--- config.mk ---
export PLATFORM = sky130hd
export DESIGN_NAME = script_token_lexer
export DESIGN_NICKNAME = d
export VERILOG_FILES = /design/src/hw/rtl/stl_pkg.sv /design/src/hw/rtl/stl_front.sv /design/src/hw/rtl/stl_queue.sv /design/src/hw/rtl/stl_back.sv /design/src/hw/rtl/script_token_lexer.sv
export SDC_FILE = /design/constraint.sdc
export NUM_CORES = 2
export LEC_CHECK = 0
export ABC_AREA = 1
export BUFFER_PORTS_ARGS = -buffer_cell sky130_fd_sc_hd__buf_2
export CAP_MARGIN = 20
export CORE_MARGIN = 2
export CORE_UTILIZATION = 45
export DETAILED_ROUTE_END_ITERATION = 16
export SETUP_SLACK_MARGIN = 0.5
export SLEW_MARGIN = 40
export SYNTH_ARGS = -nofsm -noshare
export SYNTH_HDL_FRONTEND = slang
export SYNTH_SLANG_ARGS = --single-unit
--- constraint.sdc ---
create_clock -name clk -period 15.4 [get_ports clk]
set_input_delay 0 -clock clk [delete_from_list [all_inputs] [get_ports clk]]
set_output_delay 0 -clock clk [all_outputs]
set_load 0.05 [all_outputs]
--- src/hw/rtl/stl_pkg.sv ---
// ----------------------------------------------------------------------------
// stl_pkg
// Shared types, token kinds, character codes and keyword table for the lexer.
// ----------------------------------------------------------------------------
package stl_pkg;

  localparam int KEYWORD_CHARS_DEF = 6;
  localparam int LENGTH_BITS_DEF   = 16;
  localparam int NUM_KEYWORDS      = 18;

  // lexer modes, one-hot
  typedef enum logic [18:0] {
    M_IDLE    = 19'h00001,
    M_COMMENT = 19'h00002,
    M_IDENT   = 19'h00004,
    M_NUM_INT = 19'h00008,
    M_NUM_DOT = 19'h00010,
    M_NUM_FRAC= 19'h00020,
    M_STR_DQ  = 19'h00040,
    M_STR_SQ  = 19'h00080,
    M_AT      = 19'h00100,
    M_IMPL    = 19'h00200,
    M_DOT     = 19'h00400,
    M_PROP    = 19'h00800,
    M_COLON   = 19'h01000,
    M_MSG     = 19'h02000,
    M_MSG_SFX = 19'h04000,
    M_MINUS   = 19'h08000,
    M_EQUAL   = 19'h10000,
    M_LESS    = 19'h20000,
    M_GREATER = 19'h40000
  } mode_t;

  // token kinds
  localparam logic [5:0] K_IDENT           = 6'd18;
  localparam logic [5:0] K_STRING          = 6'd19;
  localparam logic [5:0] K_INTERP          = 6'd20;
  localparam logic [5:0] K_INTERP_END      = 6'd21;
  localparam logic [5:0] K_NUMBER          = 6'd22;
  localparam logic [5:0] K_IMPLICIT        = 6'd23;
  localparam logic [5:0] K_PROPERTY        = 6'd24;
  localparam logic [5:0] K_MESSAGE         = 6'd25;
  localparam logic [5:0] K_NEWLINE         = 6'd26;
  localparam logic [5:0] K_PLUS            = 6'd27;
  localparam logic [5:0] K_MINUS           = 6'd28;
  localparam logic [5:0] K_STAR            = 6'd29;
  localparam logic [5:0] K_SLASH           = 6'd30;
  localparam logic [5:0] K_PERCENT         = 6'd31;
  localparam logic [5:0] K_LBRACKET        = 6'd32;
  localparam logic [5:0] K_RBRACKET        = 6'd33;
  localparam logic [5:0] K_LPAREN          = 6'd34;
  localparam logic [5:0] K_RPAREN          = 6'd35;
  localparam logic [5:0] K_LBRACE          = 6'd36;
  localparam logic [5:0] K_RBRACE          = 6'd37;
  localparam logic [5:0] K_COMMA           = 6'd38;
  localparam logic [5:0] K_PIPE            = 6'd39;
  localparam logic [5:0] K_QUESTION        = 6'd40;
  localparam logic [5:0] K_AMPER           = 6'd41;
  localparam logic [5:0] K_BANG            = 6'd42;
  localparam logic [5:0] K_AT              = 6'd43;
  localparam logic [5:0] K_DOT             = 6'd44;
  localparam logic [5:0] K_DOTDOT          = 6'd45;
  localparam logic [5:0] K_ARROW           = 6'd46;
  localparam logic [5:0] K_COLON           = 6'd47;
  localparam logic [5:0] K_COLON_EQ        = 6'd48;
  localparam logic [5:0] K_EQUAL           = 6'd49;
  localparam logic [5:0] K_EQ_EQ           = 6'd50;
  localparam logic [5:0] K_FAT_ARROW       = 6'd51;
  localparam logic [5:0] K_LESS            = 6'd52;
  localparam logic [5:0] K_LESS_EQ         = 6'd53;
  localparam logic [5:0] K_LESS_LESS       = 6'd54;
  localparam logic [5:0] K_GREATER         = 6'd55;
  localparam logic [5:0] K_GREATER_EQ      = 6'd56;
  localparam logic [5:0] K_GREATER_GREATER = 6'd57;
  localparam logic [5:0] K_EOF             = 6'd58;
  localparam logic [5:0] K_ERROR           = 6'd59;

  // error codes
  localparam logic [1:0] E_NONE   = 2'd0;
  localparam logic [1:0] E_STRING = 2'd1;
  localparam logic [1:0] E_TOKEN  = 2'd2;

  // character codes
  localparam logic [7:0] CH_LF     = 8'h0a;
  localparam logic [7:0] CH_TAB    = 8'h09;
  localparam logic [7:0] CH_CR     = 8'h0d;
  localparam logic [7:0] CH_SPACE  = 8'h20;
  localparam logic [7:0] CH_BANG   = 8'h21;
  localparam logic [7:0] CH_DQUOTE = 8'h22;
  localparam logic [7:0] CH_PCT    = 8'h25;
  localparam logic [7:0] CH_AMP    = 8'h26;
  localparam logic [7:0] CH_SQUOTE = 8'h27;
  localparam logic [7:0] CH_LPAREN = 8'h28;
  localparam logic [7:0] CH_RPAREN = 8'h29;
  localparam logic [7:0] CH_STAR   = 8'h2a;
  localparam logic [7:0] CH_PLUS   = 8'h2b;
  localparam logic [7:0] CH_COMMA  = 8'h2c;
  localparam logic [7:0] CH_MINUS  = 8'h2d;
  localparam logic [7:0] CH_DOT    = 8'h2e;
  localparam logic [7:0] CH_SLASH  = 8'h2f;
  localparam logic [7:0] CH_COLON  = 8'h3a;
  localparam logic [7:0] CH_SEMI   = 8'h3b;
  localparam logic [7:0] CH_LT     = 8'h3c;
  localparam logic [7:0] CH_EQ     = 8'h3d;
  localparam logic [7:0] CH_GT     = 8'h3e;
  localparam logic [7:0] CH_QMARK  = 8'h3f;
  localparam logic [7:0] CH_AT     = 8'h40;
  localparam logic [7:0] CH_LBRACK = 8'h5b;
  localparam logic [7:0] CH_RBRACK = 8'h5d;
  localparam logic [7:0] CH_LBRACE = 8'h7b;
  localparam logic [7:0] CH_PIPE   = 8'h7c;
  localparam logic [7:0] CH_RBRACE = 8'h7d;

  // keyword text, first character in the low byte, zero padded
  localparam logic [63:0] KW_TEXT [NUM_KEYWORDS] = '{
    64'h646e61, 64'h6f64, 64'h666564, 64'h65736c65, 64'h646e65,
    64'h65736c6166, 64'h686374616d, 64'h726f66, 64'h6e656874, 64'h6e69,
    64'h746f6e, 64'h726f, 64'h6e7275746572, 64'h646c656979, 64'h65757274,
    64'h6c696e, 64'h706f6f6c, 64'h6c69746e75
  };
  localparam logic [3:0] KW_LEN [NUM_KEYWORDS] = '{
    4'd3, 4'd2, 4'd3, 4'd4, 4'd3, 4'd5, 4'd5, 4'd3, 4'd4,
    4'd2, 4'd3, 4'd2, 4'd6, 4'd5, 4'd4, 4'd3, 4'd4, 4'd5
  };

  typedef struct packed {
    logic [5:0]  kind;
    logic [15:0] len;
    logic [31:0] line;
    logic [1:0]  err;
  } tok_t;

  // all tokens closed by one source byte
  typedef struct packed {
    logic [1:0]       cnt;
    tok_t [2:0]       tok;
  } run_t;

  function automatic logic [5:0] kw_kind(input logic [63:0] text, input logic [3:0] len);
    logic [5:0] k;
    k = K_IDENT;
    for (int i = NUM_KEYWORDS - 1; i >= 0; i--) begin
      if (len == KW_LEN[i] && text == KW_TEXT[i]) k = 6'(i);
    end
    return k;
  endfunction

endpackage

--- src/hw/rtl/stl_front.sv ---
// ----------------------------------------------------------------------------
// stl_front
// Lexer state and byte classification; closes up to three tokens per byte.
// ----------------------------------------------------------------------------
module stl_front import stl_pkg::*; #(
  parameter int KEYWORD_CHARS = KEYWORD_CHARS_DEF,
  parameter int LENGTH_BITS   = LENGTH_BITS_DEF
) (
  input  logic       clk,
  input  logic       rst,
  input  logic       cfg_we,
  input  logic [7:0] cfg_data,
  input  logic       in_valid,
  output logic       in_ready,
  input  logic [7:0] src_byte,
  input  logic       q_full,
  output logic       push,
  output run_t       push_run
);

  localparam int KB = 8 * KEYWORD_CHARS;

  logic [7:0]             comment_char;
  mode_t                  lex_mode, lex_mode_next;
  logic [7:0]             curly_depth, curly_depth_next;
  logic [31:0]            row_count, row_count_next;
  logic [LENGTH_BITS-1:0] token_len, token_len_next;
  logic [KB-1:0]          keyword_buffer, keyword_buffer_next;
  logic                   brace_str, brace_str_next;
  run_t                   run;

  logic accept;
  assign in_ready = !q_full;
  assign accept   = in_valid && in_ready;
  assign push     = accept && (run.cnt != 2'd0);
  assign push_run = run;

  always_comb begin
    logic [7:0] c;
    logic alpha, digit, blank, endc, sfx, word;
    logic again, ev, post_dot, post_restart;
    logic [5:0] ek;
    logic [1:0] ee;
    logic [3:0] klen;

    c     = src_byte;
    alpha = (c >= 8'h61 && c <= 8'h7a) || (c >= 8'h41 && c <= 8'h5a) || c == 8'h5f;
    digit = c >= 8'h30 && c <= 8'h39;
    blank = c == CH_SPACE || c == CH_TAB || c == CH_CR;
    endc  = c == 8'h00 || c == 8'hff;
    sfx   = c == CH_QMARK || c == CH_BANG;
    word  = alpha || digit;

    lex_mode_next       = lex_mode;
    curly_depth_next    = curly_depth;
    row_count_next      = row_count;
    token_len_next      = token_len;
    keyword_buffer_next = keyword_buffer;
    brace_str_next      = brace_str;
    run                 = '0;
    again               = 1'b1;

    for (int i = 0; i < 4; i++) begin
      ev = 1'b0; ek = K_ERROR; ee = E_NONE; post_dot = 1'b0; post_restart = 1'b0;
      klen = (token_len_next > LENGTH_BITS'(15)) ? 4'd15 : 4'(token_len_next);
      if (again) begin
        again = 1'b0;
        unique case (lex_mode_next)
          M_COMMENT: begin
            if (endc) begin
              lex_mode_next = M_IDLE;
              again = 1'b1;
            end else if (c == CH_LF) begin
              lex_mode_next = M_IDLE;
            end
          end
          M_IDENT: begin
            if (word) begin
              for (int j = 0; j < KEYWORD_CHARS; j++) begin
                if (token_len_next == LENGTH_BITS'(j)) keyword_buffer_next[8*j +: 8] = c;
              end
              if (token_len_next != '1) token_len_next = token_len_next + 1'b1;
            end else if (sfx) begin
              if (token_len_next != '1) token_len_next = token_len_next + 1'b1;
              ev = 1'b1; ek = K_IDENT;
            end else begin
              ev = 1'b1; ek = kw_kind(64'(keyword_buffer_next), klen); again = 1'b1;
            end
          end
          M_NUM_INT: begin
            if (digit) begin
              if (token_len_next != '1) token_len_next = token_len_next + 1'b1;
            end else if (c == CH_DOT) begin
              lex_mode_next = M_NUM_DOT;
            end else begin
              ev = 1'b1; ek = K_NUMBER; again = 1'b1;
            end
          end
          M_NUM_DOT: begin
            if (digit) begin
              if (token_len_next != '1) token_len_next = token_len_next + 1'b1;
              if (token_len_next != '1) token_len_next = token_len_next + 1'b1;
              lex_mode_next = M_NUM_FRAC;
            end else begin
              // number ends before the dot, which starts its own token
              ev = 1'b1; ek = K_NUMBER; post_dot = 1'b1; again = 1'b1;
            end
          end
          M_NUM_FRAC, M_IMPL: begin
            if (digit) begin
              if (token_len_next != '1) token_len_next = token_len_next + 1'b1;
            end else begin
              ev = 1'b1; ek = (lex_mode_next == M_IMPL) ? K_IMPLICIT : K_NUMBER;
              again = 1'b1;
            end
          end
          M_STR_DQ: begin
            if (endc) begin
              ev = 1'b1; ek = K_ERROR; ee = E_STRING; again = 1'b1;
            end else begin
              if (token_len_next != '1) token_len_next = token_len_next + 1'b1;
              if (c == CH_DQUOTE) begin ev = 1'b1; ek = K_STRING; end
            end
          end
          M_STR_SQ: begin
            if (endc || c == CH_LF) begin
              ev = 1'b1; ek = K_ERROR; ee = E_STRING; again = 1'b1;
            end else begin
              if (token_len_next != '1) token_len_next = token_len_next + 1'b1;
              if (c == CH_LBRACE) begin
                if (curly_depth_next != 8'hff) curly_depth_next = curly_depth_next + 8'd1;
                ev = 1'b1; ek = K_INTERP;
              end else if (c == CH_SQUOTE) begin
                ev = 1'b1; ek = brace_str_next ? K_INTERP_END : K_STRING;
              end
            end
          end
          M_AT: begin
            if (digit) begin
              if (token_len_next != '1) token_len_next = token_len_next + 1'b1;
              lex_mode_next = M_IMPL;
            end else begin
              ev = 1'b1; ek = K_AT; again = 1'b1;
            end
          end
          M_DOT: begin
            if (alpha) begin
              if (token_len_next != '1) token_len_next = token_len_next + 1'b1;
              lex_mode_next = M_PROP;
            end else if (c == CH_DOT) begin
              if (token_len_next != '1) token_len_next = token_len_next + 1'b1;
              ev = 1'b1; ek = K_DOTDOT;
            end else begin
              ev = 1'b1; ek = K_DOT; again = 1'b1;
            end
          end
          M_PROP: begin
            if (word || sfx) begin
              if (token_len_next != '1) token_len_next = token_len_next + 1'b1;
              if (sfx) begin ev = 1'b1; ek = K_PROPERTY; end
            end else begin
              ev = 1'b1; ek = K_PROPERTY; again = 1'b1;
            end
          end
          M_COLON: begin
            if (alpha) begin
              if (token_len_next != '1) token_len_next = token_len_next + 1'b1;
              lex_mode_next = M_MSG;
            end else if (c == CH_EQ) begin
              if (token_len_next != '1) token_len_next = token_len_next + 1'b1;
              ev = 1'b1; ek = K_COLON_EQ;
            end else begin
              ev = 1'b1; ek = K_COLON; again = 1'b1;
            end
          end
          M_MSG: begin
            if (word || sfx) begin
              if (token_len_next != '1) token_len_next = token_len_next + 1'b1;
              if (sfx) lex_mode_next = M_MSG_SFX;
            end else begin
              ev = 1'b1; ek = K_MESSAGE; again = 1'b1;
            end
          end
          M_MSG_SFX: begin
            if (sfx) begin
              if (token_len_next != '1) token_len_next = token_len_next + 1'b1;
              ev = 1'b1; ek = K_MESSAGE;
            end else begin
              ev = 1'b1; ek = K_MESSAGE; again = 1'b1;
            end
          end
          M_MINUS: begin
            if (c == CH_GT) begin
              if (token_len_next != '1) token_len_next = token_len_next + 1'b1;
              ev = 1'b1; ek = K_ARROW;
            end else begin
              ev = 1'b1; ek = K_MINUS; again = 1'b1;
            end
          end
          M_EQUAL: begin
            if (c == CH_EQ || c == CH_GT) begin
              if (token_len_next != '1) token_len_next = token_len_next + 1'b1;
              ev = 1'b1; ek = (c == CH_EQ) ? K_EQ_EQ : K_FAT_ARROW;
            end else begin
              ev = 1'b1; ek = K_EQUAL; again = 1'b1;
            end
          end
          M_LESS: begin
            if (c == CH_EQ || c == CH_LT) begin
              if (token_len_next != '1) token_len_next = token_len_next + 1'b1;
              ev = 1'b1; ek = (c == CH_EQ) ? K_LESS_EQ : K_LESS_LESS;
            end else begin
              ev = 1'b1; ek = K_LESS; again = 1'b1;
            end
          end
          M_GREATER: begin
            if (c == CH_EQ || c == CH_GT) begin
              if (token_len_next != '1) token_len_next = token_len_next + 1'b1;
              ev = 1'b1; ek = (c == CH_EQ) ? K_GREATER_EQ : K_GREATER_GREATER;
            end else begin
              ev = 1'b1; ek = K_GREATER; again = 1'b1;
            end
          end
          default: begin
            lex_mode_next = M_IDLE;
            if (endc) begin
              token_len_next = '0;
              if (row_count_next != '1) row_count_next = row_count_next + 32'd1;
              ev = 1'b1; ek = K_EOF; post_restart = 1'b1;
            end else if (c == comment_char) begin
              if (c != CH_LF) lex_mode_next = M_COMMENT;
            end else if (!blank) begin
              token_len_next = LENGTH_BITS'(1);
              if (c == CH_LF) begin
                if (row_count_next != '1) row_count_next = row_count_next + 32'd1;
                ev = 1'b1; ek = K_NEWLINE;
              end else if (alpha) begin
                lex_mode_next = M_IDENT;
                keyword_buffer_next = KB'(c);
              end else if (digit) begin
                lex_mode_next = M_NUM_INT;
              end else if (c == CH_DQUOTE) begin
                lex_mode_next = M_STR_DQ;
              end else if (c == CH_SQUOTE) begin
                lex_mode_next = M_STR_SQ;
                brace_str_next = 1'b0;
              end else if (c == CH_RBRACE && curly_depth_next == 8'd1) begin
                // closing brace of an interpolation resumes the string
                curly_depth_next = 8'd0;
                lex_mode_next = M_STR_SQ;
                brace_str_next = 1'b1;
              end else begin
                ev = 1'b1;
                unique case (c)
                  CH_PLUS:   ek = K_PLUS;
                  CH_STAR:   ek = K_STAR;
                  CH_SLASH:  ek = K_SLASH;
                  CH_PCT:    ek = K_PERCENT;
                  CH_LBRACK: ek = K_LBRACKET;
                  CH_RBRACK: ek = K_RBRACKET;
                  CH_LPAREN: ek = K_LPAREN;
                  CH_RPAREN: ek = K_RPAREN;
                  CH_COMMA:  ek = K_COMMA;
                  CH_SEMI:   ek = K_NEWLINE;
                  CH_PIPE:   ek = K_PIPE;
                  CH_QMARK:  ek = K_QUESTION;
                  CH_AMP:    ek = K_AMPER;
                  CH_BANG:   ek = K_BANG;
                  CH_LBRACE: begin
                    ek = K_LBRACE;
                    if (curly_depth_next != 8'd0 && curly_depth_next != 8'hff)
                      curly_depth_next = curly_depth_next + 8'd1;
                  end
                  CH_RBRACE: begin
                    ek = K_RBRACE;
                    if (curly_depth_next != 8'd0) curly_depth_next = curly_depth_next - 8'd1;
                  end
                  CH_AT:    begin ev = 1'b0; lex_mode_next = M_AT; end
                  CH_DOT:   begin ev = 1'b0; lex_mode_next = M_DOT; end
                  CH_MINUS: begin ev = 1'b0; lex_mode_next = M_MINUS; end
                  CH_COLON: begin ev = 1'b0; lex_mode_next = M_COLON; end
                  CH_EQ:    begin ev = 1'b0; lex_mode_next = M_EQUAL; end
                  CH_LT:    begin ev = 1'b0; lex_mode_next = M_LESS; end
                  CH_GT:    begin ev = 1'b0; lex_mode_next = M_GREATER; end
                  default: begin ek = K_ERROR; ee = E_TOKEN; end
                endcase
              end
            end
          end
        endcase

        if (ev) begin
          if (run.cnt != 2'd3) begin
            run.tok[run.cnt] = '{kind: ek, len: 16'(token_len_next),
                                 line: row_count_next, err: ee};
            run.cnt = run.cnt + 2'd1;
          end
          lex_mode_next = M_IDLE;
        end
        if (post_dot) begin
          token_len_next = LENGTH_BITS'(1);
          lex_mode_next  = M_DOT;
        end
        if (post_restart) begin
          lex_mode_next       = M_IDLE;
          curly_depth_next    = 8'd0;
          row_count_next      = 32'd1;
          token_len_next      = '0;
          keyword_buffer_next = '0;
          brace_str_next      = 1'b0;
        end
      end
    end
  end

  always_ff @(posedge clk) begin
    if (rst) begin
      comment_char   <= 8'd35;
      lex_mode       <= M_IDLE;
      curly_depth    <= 8'd0;
      row_count      <= 32'd1;
      token_len      <= '0;
      keyword_buffer <= '0;
      brace_str      <= 1'b0;
    end else begin
      if (cfg_we) comment_char <= cfg_data;
      if (accept) begin
        lex_mode       <= lex_mode_next;
        curly_depth    <= curly_depth_next;
        row_count      <= row_count_next;
        token_len      <= token_len_next;
        keyword_buffer <= keyword_buffer_next;
        brace_str      <= brace_str_next;
      end
    end
  end

endmodule

--- src/hw/rtl/stl_queue.sv ---
// ----------------------------------------------------------------------------
// stl_queue
// Two-entry queue of token runs between the lexing front and the output side.
// ----------------------------------------------------------------------------
module stl_queue import stl_pkg::*; (
  input  logic       clk,
  input  logic       rst,
  input  logic       push,
  input  run_t       push_run,
  input  logic       pop,
  output logic       full,
  output logic       empty,
  output logic [1:0] count,
  output run_t       head
);

  run_t       entries [2];
  logic       wr_ptr, rd_ptr;

  assign full  = count == 2'd2;
  assign empty = count == 2'd0;
  assign head  = entries[rd_ptr];

  always_ff @(posedge clk) begin
    if (push) entries[wr_ptr] <= push_run;
  end

  always_ff @(posedge clk) begin
    if (rst) begin
      wr_ptr <= 1'b0;
      rd_ptr <= 1'b0;
      count  <= 2'd0;
    end else begin
      if (push) wr_ptr <= !wr_ptr;
      if (pop)  rd_ptr <= !rd_ptr;
      count <= count + {1'b0, push} - {1'b0, pop};
    end
  end

endmodule

--- src/hw/rtl/stl_back.sv ---
// ----------------------------------------------------------------------------
// stl_back
// Unpacks queued token runs into one registered token per transaction.
// ----------------------------------------------------------------------------
module stl_back import stl_pkg::*; (
  input  logic        clk,
  input  logic        rst,
  input  logic        empty,
  input  run_t        head,
  output logic        pop,
  output logic        out_valid,
  input  logic        out_ready,
  output logic [5:0]  token_kind,
  output logic [15:0] token_length,
  output logic [31:0] line_number,
  output logic [1:0]  error_kind,
  output logic        last_of_run
);

  logic [1:0] idx;
  logic       load, last;

  assign load = !empty && (!out_valid || out_ready);
  assign last = idx == head.cnt - 2'd1;
  assign pop  = load && last;

  always_ff @(posedge clk) begin
    if (rst) begin
      out_valid <= 1'b0;
      idx       <= 2'd0;
    end else if (load) begin
      out_valid <= 1'b1;
      idx       <= last ? 2'd0 : idx + 2'd1;
    end else if (out_ready) begin
      out_valid <= 1'b0;
    end
  end

  always_ff @(posedge clk) begin
    if (load) begin
      token_kind   <= head.tok[idx].kind;
      token_length <= head.tok[idx].len;
      line_number  <= head.tok[idx].line;
      error_kind   <= head.tok[idx].err;
      last_of_run  <= last;
    end
  end

endmodule

--- src/hw/rtl/script_token_lexer.sv ---
// ----------------------------------------------------------------------------
// script_token_lexer
// Streaming lexer: one source byte in, zero to three tokens out.
// ----------------------------------------------------------------------------
// A source byte is taken every cycle while the two-entry token queue has room;
// all tokens a byte closes are found in that same cycle. Tokens leave one per
// cycle from a registered output stage while out_ready is high, and bytes keep
// flowing as long as the average token count per byte stays at or below one.
// The comment character is written through cfg_we/cfg_data and resets to '#'.
module script_token_lexer import stl_pkg::*; #(
  parameter int KEYWORD_CHARS = KEYWORD_CHARS_DEF,
  parameter int LENGTH_BITS   = LENGTH_BITS_DEF
) (
  input  logic        clk,
  input  logic        rst,
  input  logic        cfg_we,
  input  logic [7:0]  cfg_data,
  input  logic        in_valid,
  output logic        in_ready,
  input  logic [7:0]  src_byte,
  output logic        out_valid,
  input  logic        out_ready,
  output logic [5:0]  token_kind,
  output logic [15:0] token_length,
  output logic [31:0] line_number,
  output logic [1:0]  error_kind,
  output logic        last_of_run
);

  logic       q_full, q_empty, push, pop;
  logic [1:0] q_count;
  run_t       push_run, head;

  stl_front #(.KEYWORD_CHARS(KEYWORD_CHARS), .LENGTH_BITS(LENGTH_BITS)) u_front (
    .clk, .rst, .cfg_we, .cfg_data, .in_valid, .in_ready, .src_byte,
    .q_full, .push, .push_run
  );

  stl_queue u_queue (
    .clk, .rst, .push, .push_run, .pop, .full(q_full), .empty(q_empty),
    .count(q_count), .head
  );

  stl_back u_back (
    .clk, .rst, .empty(q_empty), .head, .pop, .out_valid, .out_ready,
    .token_kind, .token_length, .line_number, .error_kind, .last_of_run
  );

  // end of input always closes the run of its byte
  a_eof_last: assert property (@(posedge clk) disable iff (rst)
    out_valid && token_kind == K_EOF |-> last_of_run)
    else $error("eof token not last of run");

  a_err_kind: assert property (@(posedge clk) disable iff (rst)
    out_valid && error_kind != E_NONE |-> token_kind == K_ERROR)
    else $error("error code on non-error token");

  a_queue_bound: assert property (@(posedge clk) disable iff (rst)
    q_count == 2'd2 |=> !(q_count == 2'd3))
    else $error("token queue overflow");

endmodule

; Word level (Yosys, flattened, before mapping)
; Memories as Yosys holds them, arrays and structs flattened. A register that Yosys moved wholly into a read port is not among the register bits.
; Index checks and enable logic that the tools add are counted.
[classes]
addsub = 27
order_cmp = 17
eq_ne = 242
muxes = 746
reduce_logical = 172
[ops]
columns = op, count
row1 = $mux 19, 91
row2 = $mux 16, 101
row3 = $mux 170, 9
row4 = $mux 48, 31
row5 = $eq 48x23->1 const B, 24
row6 = $mux 32, 34
row7 = $pmux 16 s13, 4
row8 = $eq 48x31->1 const B, 16
row9 = $eq 48x39->1 const B, 16
row10 = $mux 8, 87
row11 = $pmux 19 s8, 4
row12 = $eq 48x15->1 const B, 12
row13 = $bwmux 168, 3
row14 = $mux 6, 77
row15 = $pmux 6 s17, 4
row16 = $pmux 48 s2, 4
row17 = $demux 56 s2, 3
row18 = $mux 5, 66
row19 = $mux 56, 5
row20 = $eq 48x47->1 const B, 4
row21 = $eq 8x6->1 const B, 20
row22 = $mux 1, 142
row23 = $reduce_or 17->1, 8
row24 = $pmux 19 s7, 1
row25 = 79 further kinds, 438
[totals]
ff_bits = 196
mem_bits_rw = 340
inputBits = 21
output_inout_bits = 59
wordCells = 1222
mem_count = 1
[mem_list]
columns = name, words, word_bits, read_ports, rd_clocked_by_memory_dff, write_ports, line_no
row1 = u_queue.entries, 2, 170, 1, 1, 1, stl_queue.sv:17  ; run_t entries [2];

; Longest topological paths before layout
[depth]
word_depth = 77
mapped_depth = 51
mapped_depth_nobuf = 49

; Hierarchy
; Synthesis repeated with hierarchy kept, for this count alone.
[hier_totals]
cells_unflattened = 6491
area_unflattened_um2 = 44381.3
[modules_own_cells]
columns = mod, n_inst, cells_per_inst, area_each_um2, seq_area_each_um2
row1 = stl_front, 1, 5587, 28199.5, 2642.5
row2 = stl_queue, 1, 560, 12893.6, 10309.9
row3 = stl_back, 1, 344, 3288.2, 1771.7

; Worst setup path after synthesis
; No wires, ideal clock.
[synth_timing]
path_kind = reg2reg
from = register u_front.curly_depth[0]
to = memory u_queue.entries[0][0] in the netlist's numbering, enable pin
setup_ns = 0.702
arrival_ns = 11.611
required_time_ns = 14.698
path_slack_ns = 3.087
path_stages_with_launch = 41
path_buffers = 1
period_less_slack_ns = 12.313
path_cell_list = dfxtp_1 clkinv_1 ha_1 nand2_1 inv_1 nand2_1 nand3_1 nand3_1 nand3_1 nand2_1 nand2_1 o211ai_1 nand3_1 inv_2 ha_1 nand4_1 nor2_1 nand2_1 (+5 left out) o22ai_1 inv_1 nand2_1 nand2_1 nand2_1 inv_1 ha_1 nand4_4 nand2_2 inv_2 nand3_2 nand2_2 nand2_2 nor2_1 inv_2 nand2_1 nand2_1 nor2_1
[synth_between]
elab_chain_len = 66
[synth_lines]
columns = item, line_no
row1 = "start, declared", stl_front.sv:25  ; logic [7:0] curly_depth, curly_depth_next;
row2 = "start signal, assigned", stl_front.sv:329  ; curly_depth <= curly_depth_next;
row3 = branches (longest 61 deep; another with $sub 8x1->8), n/a
row4 = $mux 170 (*), stl_front.sv:66  ; if (again) begin
row5 = $reduce_bool 2->1 (*), stl_front.sv:35  ; assign push = accept && (run.cnt != 2'd0);
row6 = $logic_and 1x1->1 (*), stl_front.sv:35
row7 = $mux 1 (*), stl_queue.sv:25  ; if (push) entries[wr_ptr] <= push_run;
row8 = $mux 1 (not written as such) (*), stl_queue.sv:25
row9 = "end, declared", stl_queue.sv:17
; Mark *: on every way between the ends. The select of a mux whose other input is x is not followed.

; Worst setup path in the final report
[layout_timing]
from = register u_front.comment_char[1]
to = memory u_queue.entries[1][158] in the netlist's numbering, enable pin
[layout_between]
elab_chain_len = 56
[layout_lines]
columns = item, line_no
row1 = "start, declared", stl_front.sv:23  ; logic [7:0] comment_char;
row2 = "start signal, assigned", stl_front.sv:326  ; if (cfg_we) comment_char <= cfg_data;
row3 = $eq 8x8->1 (*), stl_front.sv:230  ; end else if (c == comment_char) begin
row4 = branches (longest 50 deep; another with $sub 8x1->8), n/a
row5 = $mux 170 (*), stl_front.sv:66
row6 = $reduce_bool 2->1 (*), stl_front.sv:35
row7 = $logic_and 1x1->1 (*), stl_front.sv:35
row8 = $mux 1 (*), stl_queue.sv:25
row9 = $mux 1 (not written as such) (*), stl_queue.sv:25
; Marked as above.

==> metrics <==
outcome=finished clean; non-filler instance count after layout=8243; layout-stage area growth over the synthesis result=8.54%; worst hold slack after final layout=0.0496 ns; Post-DRT Antenna Nets=0; Most common cell on crit path=sky130_fd_sc_hd__nand2_1; unrepaired setup endpoints after global routing=no; Post-Syn Instances=6947; first-pass detailed-route iteration total=8; initial cell density of the core=0.455; Total Routing Usage GR=0.383; power density of the placed cells=138 mW/mm^2; worst-skew pair later-pin latency=0.74 ns; mux cell area share after synthesis=0.000447; total CTS buffers=60; die outline height=319 um; Fin Clk Skew=0.0750 ns; Final Hold Fails=0; number of design-rule violations left by the first detailed-router iteration=7148; layout cells sized above 1=0.0787; Max-Slew Margin vs Limit=0.327; sort of element at the start of the critical path=flop; register clock-pin slew on the reported worst setup and hold paths=0.06 ns; drt wl/cell=24.5 um; share of synthesized cell area in full adder, half adder and majority cells=0.00783; H-tree depth=2; count of state elements after synthesis=537; final RePlAce weighted congestion=1.03; number of distinct library cells after synthesis=84; core utilization of the finished layout=0.493; maximum number of pins on one net before global-route repair=111; number of vias after detailed routing=50146; number of cells upsized or downsized after cts=0; fin crit share=0.613; xor-xnor portion of the synthesized cell area=0.0161; VDD IR max=0.000171 V; synthesized-area fraction occupied by ao, oa, aoi and oai cells=0.175; transition time at the pin with the least slew margin=1.01 ns; Std-Cell Rows=115; Port Buffers=79; routed via count divided by cell count=6.08; multi-input gate area in the final layout=0.0259 mm^2; Core Box Area=0.0984 mm^2; final setup vio count=0; yosys warns=0; Post-synth EDFFs=397; fill cell instance count of the final layout=10266; die extent in x=319 um; number of maximum-capacitance violations=0; combined flip-flop and latch cell area=0.0147 mm^2; cell at the root of the clock tree=sky130_fd_sc_hd__clkbuf_16; antenna violations before repair=4; register area share after synthesis=0.329; aggregate global routing overflow=0; largest stage delay on the critical path=0.68 ns; number of global-route vias before repair=44675; Worst setup EP type=flop; post-synthesis simple-gate area fraction=0.370; number of max-slew violations in the final report=0; Place WS=5.56 ns; Post-Synthesis Cell Area=0.0447 mm^2; static leakage power=21.7 nW; final HPWL from detailed placement=148000 um; remaining design rule violation count=0; Layout Nets=6951; fraction of registers with async set/reset=0; final wirelength=202000 um; wire length of the first global-routing pass=296000 um; syn avg cell area=6.44 um^2; TritonCTS clock tree=built; clock buffer depth=3; master of the slowest instance on the critical path=sky130_fd_sc_hd__buf_4; die footprint=0.102 mm^2; dominant combinational cell family by area after synthesis=simple AND/OR/NAND/NOR gates; minimum clock period after layout=9.45 ns; timing-limited maximum frequency=106 MHz; Post CTS Setup Buffer Count=0; predominant post-synthesis flop cell=sky130_fd_sc_hd__edfxtp_1; sum of negative setup slack=0 ns; kind of critical path=flop to flop; Sink Count=537; worst min path class=input pin to flop; final worst setup slack=5.95 ns; dpl cells=8100; peak fanout along the critical path=110; Crit path arrival time=9.78 ns; I/O pins=80; hold buffer count at CTS=27; required time at the endpoint of the critical path=15.73 ns
cell type report:
| cell class | instances | area share |
|---|---|---|
| multi-input cells | 5346 | 0.533 |
| flip-flops and latches | 537 | 0.303 |
| inverters | 779 | 0.0607 |
| well taps | 1287 | 0.0332 |
| clock buffers | 67 | 0.0315 |
| repair buffers | 178 | 0.0266 |
| clock inverters | 45 | 0.0113 |
| diodes | 4 | 0.000206 |
cells in the final DEF, fill, tap and decap left out, types with 76 or more instances in the layout:
cell,n
sky130_fd_sc_hd__a21oi_1,290
sky130_fd_sc_hd__buf_2,78
sky130_fd_sc_hd__dfxtp_1,138
sky130_fd_sc_hd__edfxtp_1,397
sky130_fd_sc_hd__inv_1,687
sky130_fd_sc_hd__nand2_1,1830
sky130_fd_sc_hd__nand3_1,572
sky130_fd_sc_hd__nand4_1,151
sky130_fd_sc_hd__nor2_1,882
sky130_fd_sc_hd__nor3_1,114
sky130_fd_sc_hd__o211ai_1,76
sky130_fd_sc_hd__o21ai_0,637
sky130_fd_sc_hd__o22ai_1,84
cell usage after synthesis, types with 47 or more instances:
cell type / count / area, um^2
sky130_fd_sc_hd__buf_2: 55 / 275
sky130_fd_sc_hd__o211ai_1: 76 / 571
sky130_fd_sc_hd__o32ai_1: 58 / 508
sky130_fd_sc_hd__nor2_1: 890 / 3340
sky130_fd_sc_hd__nor2_2: 47 / 294
sky130_fd_sc_hd__nand3_1: 573 / 2870
sky130_fd_sc_hd__nand2_2: 50 / 313
sky130_fd_sc_hd__nand4_1: 151 / 945
sky130_fd_sc_hd__o21ai_0: 639 / 3200
sky130_fd_sc_hd__o22ai_1: 84 / 526
sky130_fd_sc_hd__dfxtp_1: 140 / 2800
sky130_fd_sc_hd__xor2_1: 66 / 578
sky130_fd_sc_hd__nand2_1: 1832 / 6880
sky130_fd_sc_hd__o21ai_1: 66 / 330
sky130_fd_sc_hd__inv_1: 691 / 2590
sky130_fd_sc_hd__edfxtp_1: 397 / 11900
sky130_fd_sc_hd__a21oi_1: 291 / 1460
sky130_fd_sc_hd__clkbuf_1: 220 / 826
sky130_fd_sc_hd__nor3_1: 121 / 606
sky130_fd_sc_hd__inv_2: 68 / 255
cells by family (layout without fill, tap and decap cells):
logic type | count (synthesis) | after routing
simple gates | 3807 | 3807
buf+inv | 1123 | 1069
mux | 2 | 2
flops | 537 | 537
compound gates | 1370 | 1370
xor+xnor | 79 | 79
other cells | 1 | 64
fa+ha+maj | 28 | 28
registers in the layout, indices dropped and copies added (netlist names), 8 cells and up, named ones only:
| name | count |
|---|---|
| u_front.curly_depth | 8 |
| u_front.comment_char | 8 |
| u_front.token_len | 16 |
| u_front.row_count | 32 |
| u_back.token_length | 16 |
| u_front.keyword_buffer | 48 |
| u_back.line_number | 32 |
| u_front.lex_mode | 19 |
| u_queue.entries | 340 |
routing by layer:
layer | share of wire | up-vias | track usage | wire [um]
met5 | 0.000045 | - | 0.00284 | 9
met4 | 0.047 | 2 | 0.160 | 9380
met2 | 0.42 | 2873 | 0.564 | 84400
met3 | 0.11 | 458 | 0.0738 | 22100
met1 | 0.43 | 23609 | 0.546 | 85700
li1 | - | 23204 | - | -
path summary, 6_finish.rpt:
| check | startpoint | endpoint | slack [ns] | cells after the start |
|---|---|---|---|---|
| worst max-delay path | u_front.comment_char[1]$_SDFFE_PP1P_ | u_queue.entries[1][158]$_DFFE_PP_ | 5.95 | 38 |
| worst min-delay path | in_valid | u_front.token_len[14]$_SDFFE_PP0P_ | 0.05 | 4 |
| worst max register to register | u_front.comment_char[1]$_SDFFE_PP1P_ | u_queue.entries[1][158]$_DFFE_PP_ | 5.95 | 38 |
| worst min register to register | u_queue.count[1]$_SDFF_PP0_ | u_queue.count[1]$_SDFF_PP0_ | 0.49 | 1 |
worst max-delay path: cells and delay by family, from the launching register on:
kind / cells / cell delay (ns)
adder cells (fa/ha/maj): 1 / 0.26
AND/OR/NAND/NOR: 24 / 3.95
buffers and inverters: 13 / 4.28
flip-flops: 1 / 0.33
report_power, final:
part	switching [mW]	internal, mW	total, mW
clock	0.651	0.874	1.53
combinational	2.37	0.745	3.11
sequential	0.155	1.93	2.08
metrics by stage:
step	total power, mW	cell area (um^2)
after floorplan	4.16	45000
after global placement	5.09	46000
after detailed placement	5.12	46200
after CTS	6.65	48500
after global routing	7.06	48500
final	6.72	48600
Note: power is estimated with default switching activity, not from simulation.
